===== src/rtl/core/slfr_pkg.sv =====
// Package for the sync/length frame receiver: sizing constants, sync and
// trailer byte values, and the frame status codes. No dependencies.
package slfr_pkg;

  // Largest accepted total frame length (header and check bytes included).
  localparam int unsigned MAX_FRAME = 256;
  // Smallest legal length: sync pair, length pair and one check byte.
  localparam int unsigned MIN_FRAME = 5;

  // Position counter holds 0 .. MAX_FRAME-1.
  localparam int unsigned POS_W = $clog2(MAX_FRAME + 1);

  localparam int unsigned BYTE_W = 8;
  localparam int unsigned LEN_W  = 16;

  localparam logic [BYTE_W-1:0] SYNC_FIRST   = 8'h55;
  localparam logic [BYTE_W-1:0] SYNC_SECOND  = 8'hAA;
  localparam logic [BYTE_W-1:0] TRAILER_BYTE = 8'h00;

  localparam logic [LEN_W-1:0] MIN_LEN = LEN_W'(MIN_FRAME);
  localparam logic [LEN_W-1:0] MAX_LEN = LEN_W'(MAX_FRAME);

  typedef enum logic [2:0] {
    ST_NONE      = 3'd0,
    ST_SYNC_REJ  = 3'd1,
    ST_GOOD      = 3'd2,
    ST_BAD_CHECK = 3'd3,
    ST_BAD_LEN   = 3'd4
  } frame_status_t;

endpackage


===== src/rtl/core/sync_length_frame_receiver.sv =====
// Sync/length framed byte receiver: one module, byte in, annotated byte out.
// Depends on slfr_pkg for constants and the frame status type.
//
// Usage
//   in_* channel: one received byte per beat (in_valid/in_ready).
//   out_* channel: one result beat per input beat, carrying the byte, its
//     position in the frame, the frame status, a last flag and the captured
//     length field (out_valid/out_ready).
//   cfg_*: cfg_wr_en writes cfg_wr_data into check_mode (0 = two zero
//     trailer bytes, 1 = XOR checksum byte); write only while idle.
// Framing: hunt for 0x55 0xAA, then a big-endian 16-bit total length. The
//   last byte of a frame (position length-1) carries good/bad status. Bad
//   sync or a length outside MIN_FRAME..MAX_FRAME ends the attempt early.
// Timing: a result beat is valid in the cycle after its input beat is taken.
//   Throughput is one byte per cycle unless out_ready stalls; the frame state
//   and result register update in the same cycle an input beat is accepted.
// Stall: in_ready is high when the result register is empty or being
//   drained this cycle, so a stalled receiver holds exactly one result and
//   back-pressures the input.
// Reset: rst_n (synchronous, active low) empties the result register,
//   returns to hunting and clears check_mode.
module sync_length_frame_receiver
  import slfr_pkg::*;
(
  input  logic                clk,
  input  logic                rst_n,

  input  logic                cfg_wr_en,
  input  logic                cfg_wr_data,

  input  logic                in_valid,
  output logic                in_ready,
  input  logic [BYTE_W-1:0]   in_rx_byte,

  output logic                out_valid,
  input  logic                out_ready,
  output logic [BYTE_W-1:0]   out_byte_out,
  output logic [7:0]          out_byte_position,
  output frame_status_t       out_frame_status,
  output logic                out_frame_last,
  output logic [LEN_W-1:0]    out_frame_length
);

  // Frame state
  logic [POS_W-1:0]  pos_r, pos_nxt;
  logic [LEN_W-1:0]  length_r, length_nxt;
  logic [BYTE_W-1:0] xor_r, xor_nxt;
  logic [BYTE_W-1:0] prev_r;
  logic              check_mode_r;

  // Result register
  logic                out_valid_r;
  logic [BYTE_W-1:0]   res_byte_r;
  logic [7:0]          res_pos_r;
  frame_status_t       res_status_r, res_status_nxt;
  logic                res_last_r, res_last_nxt;
  logic [LEN_W-1:0]    res_len_r, res_len_nxt;

  logic              in_fire;
  logic [LEN_W:0]    pos_plus1;
  logic [LEN_W-1:0]  len_full;
  logic              end_of_frame;
  logic              check_good;

  assign in_ready = !out_valid_r || out_ready;
  assign in_fire  = in_valid && in_ready;

  // Length assembled from the captured high byte and the current low byte.
  assign len_full  = {length_r[LEN_W-1:BYTE_W], in_rx_byte};
  assign pos_plus1 = (LEN_W+1)'(pos_r) + (LEN_W+1)'(1);
  assign end_of_frame = (pos_plus1 >= {1'b0, length_r});

  always_comb begin
    if (check_mode_r) begin
      check_good = (xor_r == in_rx_byte);
    end else begin
      check_good = (in_rx_byte == TRAILER_BYTE) && (prev_r == TRAILER_BYTE);
    end
  end

  // Next frame state and result fields for the byte at the input.
  always_comb begin
    pos_nxt        = pos_r;
    length_nxt     = length_r;
    xor_nxt        = xor_r;
    res_status_nxt = ST_NONE;
    res_last_nxt   = 1'b0;
    res_len_nxt    = '0;
    if (pos_r == POS_W'(0)) begin
      // hunting
      if (in_rx_byte == SYNC_FIRST) begin
        xor_nxt    = in_rx_byte;
        length_nxt = '0;
        pos_nxt    = POS_W'(1);
      end
    end else if (pos_r == POS_W'(1)) begin
      if (in_rx_byte == SYNC_SECOND) begin
        xor_nxt = xor_r ^ in_rx_byte;
        pos_nxt = POS_W'(2);
      end else begin
        res_status_nxt = ST_SYNC_REJ;
        res_last_nxt   = 1'b1;
        pos_nxt        = '0;
      end
    end else if (pos_r == POS_W'(2)) begin
      length_nxt = {in_rx_byte, {BYTE_W{1'b0}}};
      xor_nxt    = xor_r ^ in_rx_byte;
      pos_nxt    = POS_W'(3);
    end else if (pos_r == POS_W'(3)) begin
      length_nxt  = len_full;
      res_len_nxt = len_full;
      if (len_full < MIN_LEN || len_full > MAX_LEN) begin
        res_status_nxt = ST_BAD_LEN;
        res_last_nxt   = 1'b1;
        pos_nxt        = '0;
      end else begin
        xor_nxt = xor_r ^ in_rx_byte;
        pos_nxt = POS_W'(4);
      end
    end else begin
      res_len_nxt = length_r;
      if (end_of_frame) begin
        res_status_nxt = check_good ? ST_GOOD : ST_BAD_CHECK;
        res_last_nxt   = 1'b1;
        pos_nxt        = '0;
      end else begin
        xor_nxt = xor_r ^ in_rx_byte;
        pos_nxt = pos_r + POS_W'(1);
      end
    end
  end

  always_ff @(posedge clk) begin
    if (!rst_n) begin
      pos_r        <= '0;
      length_r     <= '0;
      xor_r        <= '0;
      prev_r       <= '0;
      check_mode_r <= 1'b0;
      out_valid_r  <= 1'b0;
    end else begin
      if (cfg_wr_en) begin
        check_mode_r <= cfg_wr_data;
      end
      if (in_fire) begin
        pos_r    <= pos_nxt;
        length_r <= length_nxt;
        xor_r    <= xor_nxt;
        prev_r   <= in_rx_byte;
      end
      if (in_fire) begin
        out_valid_r <= 1'b1;
      end else if (out_ready) begin
        out_valid_r <= 1'b0;
      end
    end
  end

  // Result payload, loaded with each accepted beat.
  always_ff @(posedge clk) begin
    if (in_fire) begin
      res_byte_r   <= in_rx_byte;
      res_pos_r    <= 8'(pos_r);
      res_status_r <= res_status_nxt;
      res_last_r   <= res_last_nxt;
      res_len_r    <= res_len_nxt;
    end
  end

  assign out_valid         = out_valid_r;
  assign out_byte_out      = res_byte_r;
  assign out_byte_position = res_pos_r;
  assign out_frame_status  = res_status_r;
  assign out_frame_last    = res_last_r;
  assign out_frame_length  = res_len_r;

  // Checks

  // A byte other than the first sync byte leaves the hunt in place.
  a_hunt_holds: assert property (@(posedge clk) disable iff (!rst_n)
    in_fire && pos_r == '0 && in_rx_byte != SYNC_FIRST |=> pos_r == '0)
    else $error("left hunting without sync byte");

  // Inside the frame body the captured length is always a legal one.
  a_len_legal: assert property (@(posedge clk) disable iff (!rst_n)
    pos_r >= POS_W'(4) |-> length_r >= MIN_LEN && length_r <= MAX_LEN)
    else $error("frame body with illegal length");

  // A last flag always comes with a non-zero status, and only then.
  a_last_status: assert property (@(posedge clk) disable iff (!rst_n)
    out_valid_r |-> res_last_r == (res_status_r != ST_NONE))
    else $error("last flag and status disagree");

  // The body position never reaches the captured length.
  a_pos_bound: assert property (@(posedge clk) disable iff (!rst_n)
    pos_r >= POS_W'(4) |-> (LEN_W+1)'(pos_r) < {1'b0, length_r})
    else $error("position ran past frame length");

endmodule

===== config.mk =====
export PLATFORM = sky130hd
export DESIGN_NAME = sync_length_frame_receiver
export DESIGN_NICKNAME = d
export VERILOG_FILES = /design/src/rtl/core/slfr_pkg.sv /design/src/rtl/core/sync_length_frame_receiver.sv
export SDC_FILE = /design/constraint.sdc
export NUM_CORES = 1
export LEC_CHECK = 0
export ABC_AREA = 1
export BUFFER_PORTS_ARGS = -buffer_cell sky130_fd_sc_hd__buf_2
export CAP_MARGIN = 0
export CORE_MARGIN = 8
export CORE_UTILIZATION = 50
export DETAILED_ROUTE_END_ITERATION = 12
export GPL_TIMING_DRIVEN = 0
export HOLD_SLACK_MARGIN = 0.12
export PLACE_DENSITY_LB_ADDON = 0.12
export SLEW_MARGIN = 20
export SYNTH_ARGS = -nofsm -noshare
export SYNTH_HDL_FRONTEND = slang
export SYNTH_SLANG_ARGS = --single-unit

===== constraint.sdc =====
create_clock -name clk -period 2.9 [get_ports clk]
set_clock_uncertainty 0.2 [all_clocks]
set_input_delay 0.58 -clock clk [delete_from_list [all_inputs] [get_ports clk]]
set_output_delay 0.58 -clock clk [all_outputs]
set_load 0.005 [all_outputs]

# Yosys cells after proc, flatten, opt, wreduce, memory -nomap -nowiden
# Index checks and enable logic that the tools add are counted.
# W data, S select, Z words.
# classes
order_cmp	3
div_mod_pow	0
reduce_logical	13
addsub	2
shifts	0
bitwise	1
n_eq_ne	11
mux	37
n_mul	0
# ops
cell	n
$mux W8	9
$mux W16	4
$mux W9	6
$eq A9 B2 Y1 const B	2
$ge A10 B16 Y1	1
$gt A16 B9 Y1 const B	1
$logic_not A8 Y1	2
$lt A16 B3 Y1 const B	1
$mux W3	5
$mux W1	11
$add A9 B1 Y10 const B	1
$add A9 B1 Y9 const B	1
$eq A9 B1 Y1 const B	1
$logic_not A9 Y1	1
$eq A8 B7 Y1 const B	1
$eq A8 B8 Y1	1
$eq A8 B8 Y1 const B	1
$xor A8 B8 Y8	1
$ne A5 B1 Y1 const B	1
$ne A5 B5 Y1 const B	1
$reduce_and A5 Y1	1
$mux W2	2
$ne A3 B2 Y1 const B	1
$reduce_and A3 Y1	1
other kinds (8)	10
# word_totals
latch_bits	0
ff_bits	79
wordCells	78
ramBits	0
mem_count	0
mem_bits_ro	0
out_inout_bits	38
input_bits	14

# Logic depth before layout (Yosys ltp)
# Gate-level depths: netlist of the first run.
# logic_depth
depth_word	8
depth_mapped	18
mapped_depth_nobuf	18

# Worst setup path after synthesis of the first run
# No wires, ideal clock.
# synth_path
path_type	input-to-reg
start	input port out_ready
end	register res_byte_r[0], in the netlist out_byte_out[0], enable pin
slack_ps	50
path_stages	4
n_path_buf	2
t_required_ps	2286
t_arrival_ps	2236
setup_ps	414
path_cell_list	inv_1 a21oi_1 clkbuf_1 clkbuf_1
# synth_via
elab_chain_len	2
# synth_lines
element	line	rtl
start, declared	sync_length_frame_receiver.sv:36	input logic out_ready,
$logic_or A1 B1 Y1	sync_length_frame_receiver.sv:65	assign in_ready = !out_valid_r || out_ready;
$logic_and A1 B1 Y1	sync_length_frame_receiver.sv:66	assign in_fire = in_valid && in_ready;
named net in_fire	sync_length_frame_receiver.sv:59	logic in_fire;
end signal, assigned	sync_length_frame_receiver.sv:162	res_byte_r <= in_rx_byte;
end, declared	sync_length_frame_receiver.sv:53	logic [BYTE_W-1:0] res_byte_r;
# The timed path passes the listed nets, and every way through them passes these cells.
# A chain may end at the register's enable or synchronous reset.

# Worst setup path in the final report of the first run
# layout_path
start	register pos_r[2]
end	register res_last_r, in the netlist out_frame_last (data pin)
# layout_via
elab_chain_len	6
elab_cells_between_ends	10
classes_between	add/sub (1); order compare (1); eq/ne (3); mux (4); reduce/logical (1)
# layout_lines
element	line	rtl
start, declared	sync_length_frame_receiver.sv:45	logic [POS_W-1:0] pos_r, pos_nxt;
start signal, assigned	sync_length_frame_receiver.sv:146	pos_r <= pos_nxt;
$add A9 B1 Y10	sync_length_frame_receiver.sv:70	assign pos_plus1 = (LEN_W+1)'(pos_r) + (LEN_W+1)'(1);
$ge A10 B16 Y1	sync_length_frame_receiver.sv:71	assign end_of_frame = (pos_plus1 >= {1'b0, length_r});
$mux W1	sync_length_frame_receiver.sv:122	if (end_of_frame) begin
$mux W1	sync_length_frame_receiver.sv:109	end else if (pos_r == POS_W'(3)) begin
$mux W1	sync_length_frame_receiver.sv:105	end else if (pos_r == POS_W'(2)) begin
$mux W1	sync_length_frame_receiver.sv:96	end else if (pos_r == POS_W'(1)) begin
end signal, assigned	sync_length_frame_receiver.sv:165	res_last_r <= res_last_nxt;
end, declared	sync_length_frame_receiver.sv:56	logic res_last_r, res_last_nxt;
# Parallel ways exist; a longest one is shown, timed or not.

==> results_dict.tcl, run 1 <==
set metrics [dict create \
    cts_buffers 9 \
    worstMarginPinSlew_ns 0.620 \
    outcome "completed" \
    post-route-util_pct 58.9 \
    avgSynthCellArea_um2 8.48 \
    ff2ff_path_depth 14 \
    finalWorstPathRequiredPeriod_ns 2.67 \
    syn_nets 510 \
    multi_input_area_um2 1820 \
    cp_num_cells 14 \
    die-area_um2 11300 \
    area_delta_synth_final_pct 16.1 \
    drive_gt1_share_pct 22.2 \
    antenna_found_initial 0 \
    grt_pass1_vias 3235 \
    slowest_stage "dfxtp_4" \
    clk_pin_slew_ns 0.08 \
    p_seq_share_pct 58.2 \
    hold_buffers 0 \
    hp-class "input pin to flip-flop" \
    slew_headroom_pct 58.5 \
    syn_area_um2 4090 \
    core_um2 8050 \
    ant_nets 0 \
    cts_max_level 3 \
    setup_violations 0 \
    track_usage_pct 18.3 \
    power_frac_comb_pct 7.3 \
    grt_max_degree 24 \
    clock_sinks 79 \
    ys_seq_area_share_pct 47.5 \
    switching_share_pct 24.9 \
    dp_hpwl_mm 7.18 \
    layout_commonest_cell "nand2_1" \
    report.final.slew_viol_count 0 \
    gp_congestion 0.846 \
    firstDrtPassIters 4 \
    netlist_top_cells_area "edfxtp_1 26%, dfxtp_1 21%, nand2_1 6.9%, a21oi_1 6.1%, inv_1 5.6%" \
    initial_core_util_pct 50.8 \
    core.rowCount 33 \
    ios 52 \
    hold_viol 0 \
    grt-ovfl-total 0 \
    die-height_um 106 \
    placed_cells 639 \
    nNetsFinal 577 \
    tritoncts "done" \
    finalNonFillerCells 659 \
    slowest_delay_ns 0.40 \
    root_buffer "clkbuf_8" \
    path_class "flip-flop to flip-flop" \
    drt_iter0_markers 172 \
    portBuffers 51 \
    post-route-drc-count 0 \
    rsz0062_at_grt "no" \
    synthCells 482 \
    n_antenna_cell 0 \
    crit_family "simple AND/OR/NAND/NOR gates" \
    vias 3387 \
    power.internal_mw 1.55 \
    fill_cells 739 \
    worstPathRequired_ns 2.81 \
    powerDensity_nw_per_um2 437 \
    pwr-share-clk_pct 34.6 \
    synth_top_area_cell "edfxtp_1" \
    maxCapViolCount 0 \
    grt_pass1_wl_mm 16.3 \
    post-route-period-util_pct 92.2 \
    register_area_um2 1950 \
    wl_per_cell_um 15.0 \
    wl_mm 9.90 \
    layout_common_cells "74 x nand2_1, 61 x inv_1, 52 x buf_2, 51 x nor2_1, 49 x a21oi_1" \
    clockBufferDepth 2 \
    switching_power_mw 0.517 \
    critPathLaunchType "flip-flop" \
    arrival_ns 2.59 \
    synth_cell_types 35 \
    end_kind "flip-flop" \
    synth_warnings 0 \
    max_freq_ghz 0.374 \
    crit_fanout 10 \
    cp.buffers_inverters 1 \
    synth_top_area_share_pct 26.5 \
    die_x_um 106 \
    ir_drop_v 0.000264 \
    hold_depth 1 \
    cp_cell_sequence "nand3_1 > nor2_2 > nand4_1 > nor2_1 > ha_1 > nand2_1 > nand2_1 > nand2_1 > nor2_1 > nor2_1 > nand3_2 > nand4_4 > buf_8 > nand3b_1" \
    vias_per_cell 5.14 \
    static-leakage-power_nw 2.04 \
    clk_latency_ns 0.37 \
    ys_ff_latch 79 \
]
## layout make-up
class,count,area share (%)
multi-input cells,318,38.3
clock buffers,10,2.69
plain buffers,14,1.95
repair buffers,56,6.59
flip-flops and latches,79,41.2
inverters,71,5.72
clock inverters,6,0.791
well taps,105,2.77
## final timing paths
kind	startpoint	end	slack (ns)
setup / recovery	pos_r[2]	out_frame_last	0.23
hold / removal	in_rx_byte[0]	out_byte_out[0]	0.22
setup reg to reg	pos_r[2]	out_frame_last	0.23
hold reg to reg	length_r[9]	length_r[9]	0.27
## worst register-to-register path, cell delays in order, from the launching register on
cell,delay (ns)
dfxtp_4,0.40
nand3_1,0.14
nor2_2,0.18
nand4_1,0.12
nor2_1,0.17
ha_1,0.27
nand2_1,0.09
nand2_1,0.05
nand2_1,0.09
nor2_1,0.06
nor2_1,0.13
nand3_2,0.15
nand4_4,0.14
buf_8,0.16
nand3b_1,0.08
## Yosys cell counts
library cell / instances
a21oi_1: 50
nor2_2: 5
inv_2: 8
a211oi_1: 2
nor2_1: 52
nand3_1: 38
inv_1: 61
xor2_1: 11
nor3_1: 2
ha_1: 14
o21ai_1: 1
edfxtp_1: 36
a21o_1: 1
buf_2: 1
nand3_4: 2
xnor2_1: 2
o21ai_0: 33
nand2_1: 75
nor2_8: 5
nand4_4: 1
or2_2: 1
clkbuf_1: 8
nand3b_1: 1
nand2_2: 4
buf_4: 1
clkinv_1: 1
nor4_1: 2
dfxtp_1: 43
nand2_4: 4
inv_6: 1
nand4_1: 6
a21oi_2: 4
nor2_4: 1
buf_6: 4
o21ai_2: 1
## state kept, by name (all words and copies together) (netlist names), 3 cells and up
name               flops
length_r              16
out_frame_status       3
out_byte_out           8
prev_r                 8
pos_r                  9
out_byte_position      8
out_frame_length      16
xor_r                  8
## cell families (layout without fill, tap and decap cells)
kind of cell | count (synthesis) | after routing | synth area share [%]
simple gates | 199 | 199 | 24.7
compound gates | 92 | 92 | 11.9
flops | 79 | 79 | 47.5
fa+ha+maj | 14 | 14 | 4.29
buf+inv | 85 | 157 | 8.79
xor+xnor | 13 | 13 | 2.79
## through the flow
stage / area [µm²] / power (mW) / hold slack, ns / TNS [ns] / setup WS, ns
floorplan: 4090 / 1.31 / 0.245 / 0 / 0.0500
global placement: 4470 / 1.38 / 0.253 / -32.81 / -0.696
detailed placement: 4500 / 1.39 / 0.259 / -3.58 / -0.270
CTS: 4700 / 2.10 / 0.216 / 0 / 0.0141
global route: 4740 / 2.15 / 0.219 / 0 / 0.0142
finish: 4740 / 2.07 / 0.222 / 0 / 0.225
## power groups by stage
stage / clock network, mW / registers, mW / logic (mW)
2_1_floorplan: 0 / 1.24 / 0.0708
3_3_place_gp: 0 / 1.24 / 0.143
3_5_place_dp: 0 / 1.23 / 0.152
4_1_cts: 0.736 / 1.21 / 0.153
5_1_grt: 0.770 / 1.21 / 0.167
6_report: 0.716 / 1.21 / 0.150
## layer usage
| layer | part of all wire [%] | global-route usage, % | vias up |
|---|---|---|---|
| met3 | 6.0 | 3.51 | 20 |
| met4 | 2.8 | 9.65 | 0 |
| met1 | 43 | 22.2 | 1568 |
| li1 | - | - | 1714 |
| met5 | 0 | 0 | - |
| met2 | 48 | 30.1 | 85 |
## what timing repair did
action | in CTS | in global routing
setup endpoints to repair | 19 | 20
gates resized for setup | 6 | 9
setup buffers | 2 | 2
pin swaps | 0 | 3
No activity file was read; power rests on OpenSTA's default activity.
==> run 2: changes to the inputs <==
--- a/config.mk
+++ b/config.mk
@@ -8,6 +8,7 @@
 export ABC_AREA = 1
 export BUFFER_PORTS_ARGS = -buffer_cell sky130_fd_sc_hd__buf_2
 export CAP_MARGIN = 0
+export CORE_ASPECT_RATIO = 1.25
 export CORE_MARGIN = 8
 export CORE_UTILIZATION = 50
 export DETAILED_ROUTE_END_ITERATION = 12
==> constraint.sdc (replaced) <==
create_clock -name clk -period 2.3 [get_ports clk]
set_clock_uncertainty 0.2 [all_clocks]
set_input_delay 0.46 -clock clk [delete_from_list [all_inputs] [get_ports clk]]
set_output_delay 0.46 -clock clk [all_outputs]
set_load 0.005 [all_outputs]
==> results_dict.tcl, run 2 (synthesis results as in run 1) <==
set metrics [dict create \
    drive_gt1_share_pct 29.4 \
    r2r_end "xor_r[2]" \
    ios 52 \
    clock_sinks 79 \
    grt_pass1_vias 3295 \
    dp_hpwl_mm 7.11 \
    grt_pass1_wl_mm 16.0 \
    cp_cell_sequence "ha_4 > buf_4 > buf_4 > xor2_2 > ha_1 > nand2_1 > inv_1 > nand2_1 > nor2_2 > nor2_2 > nand3_2 > nand4_4 > buf_8 > a21oi_1 > nor2_1" \
    critPathCapture "xor_r[2]" \
    clk_pin_slew_ns 0.08 \
    initial_core_util_pct 50.4 \
    fin_hold_ws_ns 0.139 \
    startpoint "pos_r[1]" \
    slowest_stage "dfxtp_4" \
    tritoncts "done" \
    powerDensity_nw_per_um2 553 \
    crit_fanout 6 \
    worstPathRequired_ns 2.35 \
    rrSetupSlack_ns -0.30 \
    vias 3429 \
    violations "setup timing" \
    ff2ff_path_depth 15 \
    finalWorstPathRequiredPeriod_ns 2.60 \
    post-route-period-util_pct 113 \
    slew_headroom_pct 59.7 \
    slowest_delay_ns 0.37 \
    core.rowCount 37 \
    die-area_um2 11300 \
    die-height_um 117 \
    multi_input_area_um2 1980 \
    timing.rr.start "pos_r[1]" \
    gp_congestion 0.936 \
    hold_viol 0 \
    finalPower_mw 2.82 \
    layout_common_cells "71 x nand2_1, 57 x inv_1, 51 x buf_2, 45 x nor2_1, 44 x a21oi_1" \
    cts_buffers 9 \
    nNetsFinal 591 \
    wl_per_cell_um 15.2 \
    worstMarginPinSlew_ns 0.605 \
    vias_per_cell 5.16 \
    root_buffer "clkbuf_8" \
    fill_cells 695 \
    maxCapViolCount 0 \
    switching_power_mw 0.628 \
    drt_iter0_markers 139 \
    hp-class "input pin to flip-flop" \
    antenna_found_initial 0 \
    firstDrtPassIters 4 \
    n_antenna_cell 0 \
    ant_nets 0 \
    setup_violations 20 \
    power_frac_comb_pct 6.9 \
    path_class "flip-flop to flip-flop" \
    area_delta_synth_final_pct 24.5 \
    max_freq_ghz 0.385 \
    clockBufferDepth 2 \
    ir_drop_v 0.000434 \
    p_seq_share_pct 54.0 \
    critPathLaunchType "flip-flop" \
    grt_max_degree 46 \
    report.final.slew_viol_count 0 \
    register_area_um2 1960 \
    track_usage_pct 17.7 \
    pwr-share-clk_pct 39.1 \
    switching_share_pct 22.3 \
    clk_latency_ns 0.35 \
    power.internal_mw 2.19 \
    portBuffers 51 \
    cts_max_level 3 \
    die_x_um 96.9 \
    post-route-drc-count 0 \
    setup_slack_ns -0.296 \
    grt-ovfl-total 0 \
    end_kind "flip-flop" \
    core_um2 8100 \
    outcome "finished with violations" \
    rsz0062_at_grt "yes" \
    wl_mm 10.1 \
    arrival_ns 2.65 \
    layout_commonest_cell "nand2_1" \
    static-leakage-power_nw 2.17 \
]
==> run 2: worst max-delay path: cells and delay by family (launching register included) <==
kind | cells | cell delay (ns)
DFF | 1 | 0.37
buffers and inverters | 4 | 0.54
and+or+nand+nor | 7 | 0.62
xor gates and xnor gates | 1 | 0.15
adders and majority gates | 2 | 0.44
AOI/OAI and AO/OA | 1 | 0.16
==> run 2: routing by layer <==
metal / share of wire, % / global-route usage [%] / vias to the layer above
li1: - / - / 1744
met5: 0 / 0 / -
met1: 40 / 19.2 / 1589
met2: 52 / 31.6 / 73
met4: 2.9 / 9.76 / 0
met3: 5.3 / 3.99 / 23
==> run 2: layout make-up <==
| class | instances | area share (%) |
|---|---|---|
| clock buffers | 15 | 4.31 |
| repair buffers | 70 | 8.49 |
| multi-input cells | 318 | 39.0 |
| plain buffers | 14 | 1.92 |
| flip-flops and latches | 79 | 38.5 |
| inverters | 71 | 5.34 |
| well taps | 97 | 2.39 |
| clock inverters | 1 | 0.0984 |
==> run 2: worst min path at each step <==
stage	from	to	slack [ns]	cells after the start
floorplan	length_r[9]	length_r[9]	0.25	2
global placement	length_r[9]	length_r[9]	0.26	2
detailed placement	length_r[9]	length_r[9]	0.26	2
CTS	cfg_wr_data	check_mode_r	0.13	3
global route	cfg_wr_data	check_mode_r	0.17	3
finish	cfg_wr_data	check_mode_r	0.14	3
==> run 2: timing repair <==
action / 4_1_cts / 5_1_grt
gates resized for setup: 23 / 31
pin swaps: 6 / 14
endpoints found under the setup margin: 64 / 76
endpoints found under the hold margin: 2 / 0
cloned: 1 / 0
hold buffers: 2 / 0
setup buffers: 13 / 3
==> run 2: metrics by stage <==
stage	TNS (ns)	setup slack, ns	instances	area [µm²]	utilization [%]
2_1_floorplan	-0.813	-0.122	482	4130	-
3_3_place_gp	-23.87	-0.419	630	4510	55.7
3_5_place_dp	-26.34	-0.464	630	4510	55.7
4_1_cts	-3.64	-0.236	662	4960	61.2
5_1_grt	-7.05	-0.437	665	5090	62.8
6_report	-4.28	-0.296	665	5090	62.8
==> run 2: power groups by stage <==
| stage | sequential (mW) | combinational, mW | clock, mW |
|---|---|---|---|
| floorplan | 1.56 | 0.0896 | 0 |
| global placement | 1.55 | 0.182 | 0 |
| detailed placement | 1.56 | 0.184 | 0 |
| CTS | 1.52 | 0.192 | 1.12 |
| global route | 1.52 | 0.213 | 1.19 |
| finish | 1.52 | 0.194 | 1.10 |
